<file path="src/rtl/core/i2d_pkg.sv">
// shared types and constants for the 64-bit binary to decimal ascii converter
// no dependencies
package i2d_pkg;

  localparam int unsigned VALUE_W    = 64;
  localparam int unsigned NUM_DIGITS = 20;
  localparam int unsigned BCD_W      = 4 * NUM_DIGITS;
  localparam int unsigned CHAR_W     = 8;

  localparam logic [CHAR_W-1:0] CHAR_ZERO  = 8'd48;
  localparam logic [CHAR_W-1:0] CHAR_NINE  = 8'd57;
  localparam logic [CHAR_W-1:0] CHAR_MINUS = 8'd45;

  typedef struct packed {
    logic               neg;
    logic [VALUE_W-1:0] mag;
  } item_t;

endpackage

</file>
<file path="src/rtl/core/int64_to_decimal_ascii.sv">
// top level of the 64-bit binary to decimal ascii converter
// depends on i2d_pkg, i2d_front, i2d_fifo, i2d_back
//
// Each input transfer carries a 64-bit value and a mode bit (func_i = 1 reads the value as
// two's complement). The block returns its decimal text as one character per output
// transfer, most significant digit first with leading zeros dropped, a leading '-' for
// negative signed values, and last_o set on the final digit. The digit engine loads a number,
// converts it in the shift-add-3 converter (two bits a cycle), sends a minus sign if present,
// and then walks the 20 digit positions, stalling whenever the output is not taken. The front
// stage and a QUEUE_DEPTH-entry queue keep accepting numbers while the engine is busy, until
// they are full.
module int64_to_decimal_ascii #(
  parameter int unsigned QUEUE_DEPTH = 2
) (
  input  logic                         clk_i,
  input  logic                         rst_ni,
  input  logic                         in_valid_i,
  output logic                         in_ready_o,
  input  logic [i2d_pkg::VALUE_W-1:0]  value_i,
  input  logic                         func_i,
  output logic                         out_valid_o,
  input  logic                         out_ready_i,
  output logic [i2d_pkg::CHAR_W-1:0]   character_o,
  output logic                         last_o
);
  import i2d_pkg::*;

  item_t front_item;
  item_t queue_item;
  logic  push;
  logic  push_ready;
  logic  queue_valid;
  logic  pop;

  i2d_front u_front (
    .clk_i        (clk_i),
    .rst_ni       (rst_ni),
    .in_valid_i   (in_valid_i),
    .in_ready_o   (in_ready_o),
    .value_i      (value_i),
    .func_i       (func_i),
    .push_o       (push),
    .push_ready_i (push_ready),
    .item_o       (front_item)
  );

  i2d_fifo #(
    .DEPTH (QUEUE_DEPTH)
  ) u_fifo (
    .clk_i        (clk_i),
    .rst_ni       (rst_ni),
    .push_i       (push),
    .push_ready_o (push_ready),
    .item_i       (front_item),
    .pop_i        (pop),
    .valid_o      (queue_valid),
    .item_o       (queue_item)
  );

  i2d_back u_back (
    .clk_i       (clk_i),
    .rst_ni      (rst_ni),
    .valid_i     (queue_valid),
    .item_i      (queue_item),
    .pop_o       (pop),
    .out_valid_o (out_valid_o),
    .out_ready_i (out_ready_i),
    .character_o (character_o),
    .last_o      (last_o)
  );

endmodule

</file>
<file path="src/rtl/core/i2d_front.sv">
// front end: accepts values, resolves sign and magnitude, holds one item for the queue
// depends on i2d_pkg
module i2d_front (
  input  logic                          clk_i,
  input  logic                          rst_ni,
  input  logic                          in_valid_i,
  output logic                          in_ready_o,
  input  logic [i2d_pkg::VALUE_W-1:0]   value_i,
  input  logic                          func_i,
  output logic                          push_o,
  input  logic                          push_ready_i,
  output i2d_pkg::item_t                item_o
);
  import i2d_pkg::*;

  logic  stage_valid_q;
  item_t stage_q;
  item_t stage_d;
  logic  take;

  assign in_ready_o = !stage_valid_q || push_ready_i;
  assign take       = in_valid_i && in_ready_o;
  assign push_o     = stage_valid_q;
  assign item_o     = stage_q;

  always_comb begin
    stage_d.neg = func_i & value_i[VALUE_W-1];
    stage_d.mag = stage_d.neg ? (~value_i) + VALUE_W'(1) : value_i;
  end

  always_ff @(posedge clk_i or negedge rst_ni) begin
    if (!rst_ni) begin
      stage_valid_q <= 1'b0;
    end else if (take) begin
      stage_valid_q <= 1'b1;
    end else if (push_ready_i) begin
      stage_valid_q <= 1'b0;
    end
  end

  always_ff @(posedge clk_i) begin
    if (take) begin
      stage_q <= stage_d;
    end
  end

endmodule

</file>
<file path="src/rtl/core/i2d_fifo.sv">
// short queue between front end and digit engine
// depends on i2d_pkg
module i2d_fifo #(
  parameter int unsigned DEPTH = 2
) (
  input  logic           clk_i,
  input  logic           rst_ni,
  input  logic           push_i,
  output logic           push_ready_o,
  input  i2d_pkg::item_t item_i,
  input  logic           pop_i,
  output logic           valid_o,
  output i2d_pkg::item_t item_o
);
  import i2d_pkg::*;

  localparam int unsigned PTR_W = (DEPTH > 1) ? $clog2(DEPTH) : 1;
  localparam int unsigned CNT_W = $clog2(DEPTH + 1);

  item_t            mem_q [DEPTH];
  logic [PTR_W-1:0] wr_ptr_q;
  logic [PTR_W-1:0] rd_ptr_q;
  logic [CNT_W-1:0] count_q;
  logic             do_push;
  logic             do_pop;

  assign push_ready_o = (count_q != CNT_W'(DEPTH));
  assign valid_o      = (count_q != '0);
  assign item_o       = mem_q[rd_ptr_q];
  assign do_push      = push_i && push_ready_o;
  assign do_pop       = pop_i && valid_o;

  always_ff @(posedge clk_i or negedge rst_ni) begin
    if (!rst_ni) begin
      wr_ptr_q <= '0;
      rd_ptr_q <= '0;
      count_q  <= '0;
    end else begin
      if (do_push) begin
        wr_ptr_q <= (wr_ptr_q == PTR_W'(DEPTH - 1)) ? '0 : wr_ptr_q + PTR_W'(1);
      end
      if (do_pop) begin
        rd_ptr_q <= (rd_ptr_q == PTR_W'(DEPTH - 1)) ? '0 : rd_ptr_q + PTR_W'(1);
      end
      if (do_push && !do_pop) begin
        count_q <= count_q + CNT_W'(1);
      end else if (do_pop && !do_push) begin
        count_q <= count_q - CNT_W'(1);
      end
    end
  end

  always_ff @(posedge clk_i) begin
    if (do_push) begin
      mem_q[wr_ptr_q] <= item_i;
    end
  end

  a_count_bound: assert property (@(posedge clk_i) disable iff (!rst_ni)
    count_q <= CNT_W'(DEPTH)) else $error("queue count above depth");

  a_push_shows: assert property (@(posedge clk_i) disable iff (!rst_ni)
    (do_push && !valid_o) |=> valid_o) else $error("pushed item not visible");

  a_pop_frees: assert property (@(posedge clk_i) disable iff (!rst_ni)
    (do_pop && !do_push && !push_ready_o) |=> push_ready_o)
    else $error("pop from full queue did not free a slot");

endmodule

</file>
<file path="src/rtl/core/i2d_back.sv">
// digit engine: shift-add-3 conversion, two bits a cycle, then msb-first character output
// depends on i2d_pkg
module i2d_back (
  input  logic                        clk_i,
  input  logic                        rst_ni,
  input  logic                        valid_i,
  input  i2d_pkg::item_t              item_i,
  output logic                        pop_o,
  output logic                        out_valid_o,
  input  logic                        out_ready_i,
  output logic [i2d_pkg::CHAR_W-1:0]  character_o,
  output logic                        last_o
);
  import i2d_pkg::*;

  localparam int unsigned SR_W   = BCD_W + VALUE_W;
  localparam int unsigned STEPS  = VALUE_W / 2;
  localparam int unsigned STEP_W = $clog2(STEPS);
  localparam int unsigned REM_W  = $clog2(NUM_DIGITS + 1);

  typedef enum logic [1:0] {
    ST_IDLE,
    ST_CONV,
    ST_SIGN,
    ST_EMIT
  } state_e;

  function automatic logic [SR_W-1:0] dabble(input logic [SR_W-1:0] x);
    logic [SR_W-1:0] y;
    logic [3:0]      d;
    y = x;
    for (int i = 0; i < NUM_DIGITS; i++) begin
      d = y[VALUE_W + 4*i +: 4];
      if (d >= 4'd5) begin
        y[VALUE_W + 4*i +: 4] = d + 4'd3;
      end
    end
    return {y[SR_W-2:0], 1'b0};
  endfunction

  state_e              state_q;
  logic [SR_W-1:0]     sr_q;
  logic [STEP_W-1:0]   step_q;
  logic [REM_W-1:0]    rem_q;
  logic                neg_q;
  logic                started_q;
  logic                out_valid_q;
  logic [CHAR_W-1:0]   char_q;
  logic                last_q;
  logic                adv;
  logic [3:0]          top_digit;
  logic                is_last;
  logic                char_fire;

  assign adv         = !out_valid_q || out_ready_i;
  assign pop_o       = (state_q == ST_IDLE) && valid_i;
  assign top_digit   = sr_q[SR_W-1 -: 4];
  assign is_last     = (rem_q == REM_W'(1));
  assign char_fire   = adv && ((state_q == ST_SIGN) ||
                               ((state_q == ST_EMIT) &&
                                (top_digit != 4'd0 || started_q || is_last)));
  assign out_valid_o = out_valid_q;
  assign character_o = char_q;
  assign last_o      = last_q;

  always_ff @(posedge clk_i or negedge rst_ni) begin
    if (!rst_ni) begin
      state_q     <= ST_IDLE;
      step_q      <= '0;
      rem_q       <= '0;
      neg_q       <= 1'b0;
      started_q   <= 1'b0;
      out_valid_q <= 1'b0;
      char_q      <= '0;
      last_q      <= 1'b0;
      sr_q        <= '0;
    end else begin
      if (char_fire) begin
        out_valid_q <= 1'b1;
      end else if (out_ready_i) begin
        out_valid_q <= 1'b0;
      end
      case (state_q)
        ST_IDLE: begin
          if (valid_i) begin
            sr_q      <= {{BCD_W{1'b0}}, item_i.mag};
            neg_q     <= item_i.neg;
            step_q    <= '0;
            started_q <= 1'b0;
            state_q   <= ST_CONV;
          end
        end
        ST_CONV: begin
          sr_q   <= dabble(dabble(sr_q));
          step_q <= step_q + STEP_W'(1);
          if (step_q == STEP_W'(STEPS - 1)) begin
            rem_q   <= REM_W'(NUM_DIGITS);
            state_q <= neg_q ? ST_SIGN : ST_EMIT;
          end
        end
        ST_SIGN: begin
          if (adv) begin
            char_q      <= CHAR_MINUS;
            last_q      <= 1'b0;
            state_q     <= ST_EMIT;
          end
        end
        ST_EMIT: begin
          if (adv) begin
            if (top_digit != 4'd0 || started_q || is_last) begin
              char_q      <= CHAR_ZERO + {4'd0, top_digit};
              last_q      <= is_last;
              started_q   <= 1'b1;
            end
            sr_q  <= {sr_q[SR_W-5:0], 4'd0};
            rem_q <= rem_q - REM_W'(1);
            if (is_last) begin
              state_q <= ST_IDLE;
            end
          end
        end
        default: begin
          state_q <= ST_IDLE;
        end
      endcase
    end
  end

  a_char_legal: assert property (@(posedge clk_i) disable iff (!rst_ni)
    out_valid_o |-> (character_o == CHAR_MINUS ||
                     (character_o >= CHAR_ZERO && character_o <= CHAR_NINE)))
    else $error("character outside digit and minus set");

  a_minus_not_last: assert property (@(posedge clk_i) disable iff (!rst_ni)
    (out_valid_o && character_o == CHAR_MINUS) |-> !last_o)
    else $error("minus sign marked last");

  a_rem_bound: assert property (@(posedge clk_i) disable iff (!rst_ni)
    (state_q == ST_EMIT) |-> (rem_q != '0 && rem_q <= REM_W'(NUM_DIGITS)))
    else $error("digit count out of range while emitting");

endmodule

</file>
<file path="config.mk">
export PLATFORM = sky130hd
export DESIGN_NAME = int64_to_decimal_ascii
export DESIGN_NICKNAME = d
export VERILOG_FILES = /design/src/rtl/core/i2d_pkg.sv /design/src/rtl/core/int64_to_decimal_ascii.sv /design/src/rtl/core/i2d_front.sv /design/src/rtl/core/i2d_fifo.sv /design/src/rtl/core/i2d_back.sv
export SDC_FILE = /design/constraint.sdc
export NUM_CORES = 1
export LEC_CHECK = 0
export ABC_AREA = 1
export BUFFER_PORTS_ARGS = -buffer_cell sky130_fd_sc_hd__buf_2
export CAP_MARGIN = 20
export CORE_ASPECT_RATIO = 0.7
export CORE_UTILIZATION = 57
export CTS_CLUSTER_DIAMETER = 40
export DETAILED_ROUTE_END_ITERATION = 7
export GPL_TIMING_DRIVEN = 1
export HOLD_SLACK_MARGIN = 0.06
export PLACE_DENSITY = 0.77
export SYNTH_ARGS = -nofsm -noshare
export SYNTH_HDL_FRONTEND = slang
export SYNTH_SLANG_ARGS = --single-unit
</file>
<file path="constraint.sdc">
create_clock -name clk_i -period 3.9 [get_ports clk_i]
set_input_delay 0.195 -clock clk_i [delete_from_list [all_inputs] [get_ports clk_i]]
set_output_delay 0.195 -clock clk_i [all_outputs]
set_load 0.05 [all_outputs]
</file>
-- Yosys cells after proc, flatten, opt, wreduce, memory -nomap -nowiden
Memories as Yosys holds them, arrays and structs flattened.
Index checks and enable logic that the tools add are counted.
- flip-flop bits (word level): 238
- bits in writable memories: 130
- input port bits: 69
- output and inout bits: 11
- logic and storage cells: 251
- memories kept: 1
- memory list (memory ; words ; bits a word ; rd ports ; clocked after Yosys merged registers in ; write ports ; line ; source):
    u_fifo.mem_q ; 2 ; 65 ; 1 ; 0 ; 1 ; i2d_fifo.sv:20 ; item_t mem_q [DEPTH];
- $add $sub $neg: 48
- $lt $le $gt $ge: 40
- equal/unequal tests: 12
- muxes and demuxes: 98
- bitwise operators: 2
- reductions and logical operators: 35
- operators by type and width (operator ; count):
    $pmux 144 s3 ; 1
    $mux 144 ; 2
    $mux 4 ; 57
    $ge 4x3->1 const B ; 40
    $add 4x2->4 const B ; 38
    $add 64x1->64 const B ; 1
    $mux 64 ; 1
    $not 64->64 ; 1
    $mux 8 ; 3
    $pmux 5 s2 ; 2
    $pmux 8 s2 ; 1
    $reduce_bool 2->1 ; 8
    $mux 1 ; 15
    $mux 5 ; 3
    $mux 2 ; 7
    $ne 2x1->1 const B ; 5
    $mux 3 ; 3
    $logic_and 1x1->1 ; 8
    $pmux 2 s4 ; 1
    $reduce_and 4->1 ; 2
    $add 6x4->7 const A ; 1
    $add 3x2->3 const B ; 2
    $reduce_and 3->1 ; 2
    $add 5x1->5 const B ; 1
    18 further kinds ; 30

-- Depth between registers and ports, before layout
- word-level depth: 7
- gate-level depth with buffers: 15
- mapped depth without buffers: 15

-- Hierarchy
A second synthesis with hierarchy kept.
- cells, all modules: 2611
- area, all modules: 20950.1 µm²
- by module, submodules not included (module ; times used ; cells each ; area an instance (µm²) ; sequential area each (µm²)):
    i2d_back ; 1 ; 1687 ; 11629.9 ; 4154.0
    i2d_fifo ; 1 ; 368 ; 4936.0 ; 4003.8
    i2d_front ; 1 ; 556 ; 4384.2 ; 1976.9

-- Least setup slack after synthesis
Ideal clock, no wire load.
- kind: register -> register
- from: register u_fifo.count_q[1]
- to: memory u_fifo.mem_q[1][0] (netlist name) (enable)
- setup time: 490 ps
- arrival time: 3367 ps
- required time: 3410 ps
- path slack: 43 ps
- cell stages (with the launch flop): 4
- buffers on the path: 0
- period minus slack after synthesis: 3857 ps
- cells stage by stage: dfrtp_1 > inv_1 > o21ai_0 > nor2_1
- word-level cells in the longest chain between the ends: 4
- RTL lines (item ; line ; source):
    start, declared ; i2d_fifo.sv:23 ; logic [CNT_W-1:0] count_q;
    start signal, assigned ; i2d_fifo.sv:46 ; count_q <= count_q + CNT_W'(1);
    start signal, assigned ; i2d_fifo.sv:48 ; count_q <= count_q - CNT_W'(1);
    $ne 2x2->1 ; i2d_fifo.sv:27 ; assign push_ready_o = (count_q != CNT_W'(DEPTH));
    $logic_and 1x1->1 ; i2d_fifo.sv:30 ; assign do_push = push_i && push_ready_o;
    $mux 1 ; i2d_fifo.sv:54 ; if (do_push) begin
    $mux 1 (not written as such) ; i2d_fifo.sv:55 ; mem_q[wr_ptr_q] <= item_i;
    end, declared ; i2d_fifo.sv:20 ;
Every way passes these cells.

-- Final worst setup path
- from: register u_back.state_q[0]
- to: register u_back.sr_q[111]
- word-level cells in the longest chain between the ends: 3
- elaborated cells between the ends (all ways): 8
- those cells by class: eq/ne: 4; mux: 1; reduce/logical: 3
- RTL lines (item ; line ; source):
    start, declared ; i2d_back.sv:41 ; state_e state_q;
    start signal, assigned ; i2d_back.sv:98 ; state_q <= neg_q ? ST_SIGN : ST_EMIT;
    $eq 2x2->1 (tied with other cells) ; i2d_back.sv:83 ; case (state_q)
    $ne 2x1->1 (no source line) / $reduce_bool 3->1 (equally long branches) ; - ;
    $reduce_and 3->1 (no source line) ; - ;
    end signal, assigned ; i2d_back.sv:86 ; sr_q <= {{BCD_W{1'b0}}, item_i.mag};
    end signal, assigned ; i2d_back.sv:94 ; sr_q <= dabble(dabble(sr_q));
    end signal, assigned ; i2d_back.sv:115 ; sr_q <= {sr_q[SR_W-5:0], 4'd0};
    end, declared ; i2d_back.sv:42 ; logic [SR_W-1:0] sr_q;
Parallel ways exist; a longest one is shown, timed or not.
A chain may end at the register's enable or synchronous reset.

==> results.json <==
{
  "outcome": "complete, no violations",
  "gp_congestion": 0.913,
  "slew_headroom": 0.257,
  "ctsResizeCount": 0,
  "async_flop_share": 0.467,
  "ff2ff_setup_slack_ns": 1.18,
  "cts_root_buf": "clkbuf_16",
  "start_util": 0.580,
  "cts_tree": "built",
  "crit_slowest_cell": "inv_4",
  "clk_pin_slew_ns": 0.06,
  "power_density_mw_per_mm2": 977,
  "ys_ff_latch": 366,
  "io_buffers": 77,
  "cap_violations": 0,
  "ir_drop_uv": 637,
  "start_kind": "flop",
  "power_leakage_nw": 10.5,
  "drt-met1-wl_um": 24200,
  "grt_usage": 0.284,
  "layout_common_cells": "nand2_1, inv_1, edfxtp_1",
  "timing.final.ws_setup_ns": 1.18,
  "drc_errors": 0,
  "ios": 80,
  "cpLargestDelayFamily": "buffers and inverters",
  "grt_pass1_wl_um": 86100,
  "hold_viol": 0,
  "dieArea_mm2": 0.0375,
  "drtIter0Drc": 2033,
  "fin_crit_ns": 2.72,
  "worst_setup_path_end_kind": "flop",
  "ant_nets": 0,
  "drive_above_1_share": 0.0820,
  "topRoutingLayerUsed": "met4",
  "syn_inst": 2542,
  "arrival_ns": 3.17,
  "path_max_fanout": 68,
  "via_per_inst": 5.81,
  "wl_met2_um": 23800,
  "synth_area_per_cell_um2": 8.23,
  "syn_area_mm2": 0.0209,
  "detailed_place_hpwl_um": 35200,
  "antenna_found_initial": 0,
  "ys_types": 46,
  "dp_slack_ns": 1.22,
  "grt_pass1_vias": 17300,
  "final_common_cell": "nand2_1",
  "rsz0062_at_grt": "false",
  "wl_met3_um": 3860,
  "num_antenna_cells": 0,
  "fp.dieW_um": 231,
  "core_area_mm2": 0.0361,
  "drtPass1Iterations": 5,
  "rows": 58,
  "wirelength_um": 52600,
  "path_buf_inv": 2,
  "fp.dieH_um": 162,
  "fmax_mhz": 368,
  "tns_ns": 0,
  "cp_common_cell": "nand2_1",
  "hp-class": "input port to flop",
  "wl_per_cell_um": 16.8,
  "clock-sinks": 366,
  "clock_skew_ns": 0.0209,
  "overflow": 0,
  "worstPathCellList": "ha_4, nand2_1, nand2_1, a21oi_4, inv_4, buf_4, a21oi_1, a22oi_1",
  "synth_edf_count": 195,
  "worst_pin_slew_ns": 1.11,
  "final_max_slew_viol_count": 0,
  "post-route-period-util": 0.697,
  "cts_buffers": 40,
  "synth-main-ff-cell": "edfxtp_1",
  "insertion_delay_ns": 0.56,
  "yosysWarnings": 0,
  "h-tree-depth": 2,
  "setup_viol": 0,
  "max_stage_delay_ns": 0.55,
  "vias": 18200,
  "yosysSeqAreaShare": 0.484,
  "crit_type": "flop to flop",
  "worstPathRequired_ns": 4.35,
  "clk_path_buf_depth": 3,
  "syn_to_final_growth_pct": 12.4,
  "grt_max_degree": 119,
  "final_nets": 2764
}
==> cell families after synthesis <==
family,synth area share
adders and majority gates,0.0401
other,0.000179
xor gates and xnor gates,0.0251
AOI/OAI and AO/OA,0.135
and+or+nand+nor,0.236
buffers and inverters,0.0796
DFF,0.484
==> synth_stat cells (7+ instances only) <==
library cell / instances / area [um2]
nand2_1: 625 / 2350
inv_1: 319 / 1200
edfxtp_1: 195 / 5860
o21ai_0: 190 / 951
nand3_1: 185 / 926
nor2_1: 185 / 694
dfrtp_1: 171 / 4280
a21oi_1: 153 / 766
nand4_1: 82 / 513
ha_1: 67 / 838
o221ai_1: 58 / 508
clkbuf_1: 50 / 188
xor2_1: 48 / 420
a22oi_1: 41 / 308
buf_2: 26 / 130
nand2_2: 20 / 125
nor3_1: 14 / 70.1
xnor2_1: 12 / 105
o21ai_1: 10 / 50.1
buf_4: 8 / 60.1
inv_2: 8 / 30.0
a21boi_0: 7 / 52.6
a21boi_1: 7 / 52.6
buf_1: 7 / 26.3
==> layer usage <==
layer	global-route usage	vias up
met3	0.0492	68
li1	-	8760
met1	0.411	8725
met2	0.445	681
met5	0	-
met4	0.0662	0
==> registers in the layout, indices dropped and copies added, names as in the netlist <==
signal and flops:
u_front.item_o 65, u_back.started_q 1, u_back.rem_q 5, u_back.neg_q 1, u_back.last_o 1, u_fifo.wr_ptr_q 1, u_back.sr_q 144, u_fifo.count_q 2
u_front.push_o 1, u_back.step_q 5, u_fifo.mem_q 130, u_back.character_o 6, u_back.out_valid_o 1, u_fifo.rd_ptr_q 1, u_back.state_q 2
==> power breakdown <==
group	internal (mW)	switching (mW)
registers	5.82	0.920
clock network	2.31	1.64
logic	3.97	8.33
total	12.1	10.9
==> worst reg2reg max path: cells and delay by family, from the launching register on <==
family | cells | cell delay (ns)
adders and majority gates | 1 | 0.53
buffers and inverters | 2 | 0.93
AOI/OAI and AO/OA | 3 | 0.34
DFF | 1 | 0.47
and+or+nand+nor | 2 | 0.34
==> area by class of cell <==
cell class | instances | area [um2]
Sequential cell | 366 | 10100
Fill cell | 2964 | 12500
Multi-Input combinational cell | 1756 | 9190
Clock buffer | 47 | 1050
Timing Repair Buffer | 137 | 982
Inverter | 327 | 1230
Tap cell | 480 | 601
Clock inverter | 27 | 345
==> final timing paths <==
path                       cells past startpoint                     startpoint                       endpoint
max reg2reg                                    8  u_back.state_q[0]$_DFFE_PN0P_   u_back.sr_q[111]$_DFFE_PN0P_
min in group asynchronous                      2                         rst_ni   u_back.sr_q[130]$_DFFE_PN0P_
max in group asynchronous                      3                         rst_ni    u_back.sr_q[77]$_DFFE_PN0P_
min                                            3                    value_i[57]   u_front.item_o[57]$_DFFE_PP_
min reg2reg                                    0   u_front.item_o[32]$_DFFE_PP_  u_fifo.mem_q[0][32]$_DFFE_PP_
max                                            8  u_back.state_q[0]$_DFFE_PN0P_   u_back.sr_q[111]$_DFFE_PN0P_
==> metrics by stage <==
step | cells | instance area (um2) | utilization | power (mW) | hold WS, ns
final | 3140 | 23500 | 0.652 | 23.0 | 0.0638
after global routing | 3140 | 23500 | 0.652 | 25.1 | 0.0728
after CTS | 3139 | 23500 | 0.652 | 22.9 | 0.0620
after detailed placement | 3025 | 21700 | 0.602 | 18.8 | 0.343
after global placement | 3025 | 21700 | 0.602 | 18.1 | 0.337
after floorplan | 2543 | 20900 | - | 16.0 | -0.101
==> repair_timing <==
action | CTS | global route
setup buffers | 0 | 0
endpoints found under the setup margin | 0 | 0
endpoints found under the hold margin | 130 | 1
hold buffers | 40 | 1
Note: power is estimated with default switching activity, not from simulation.
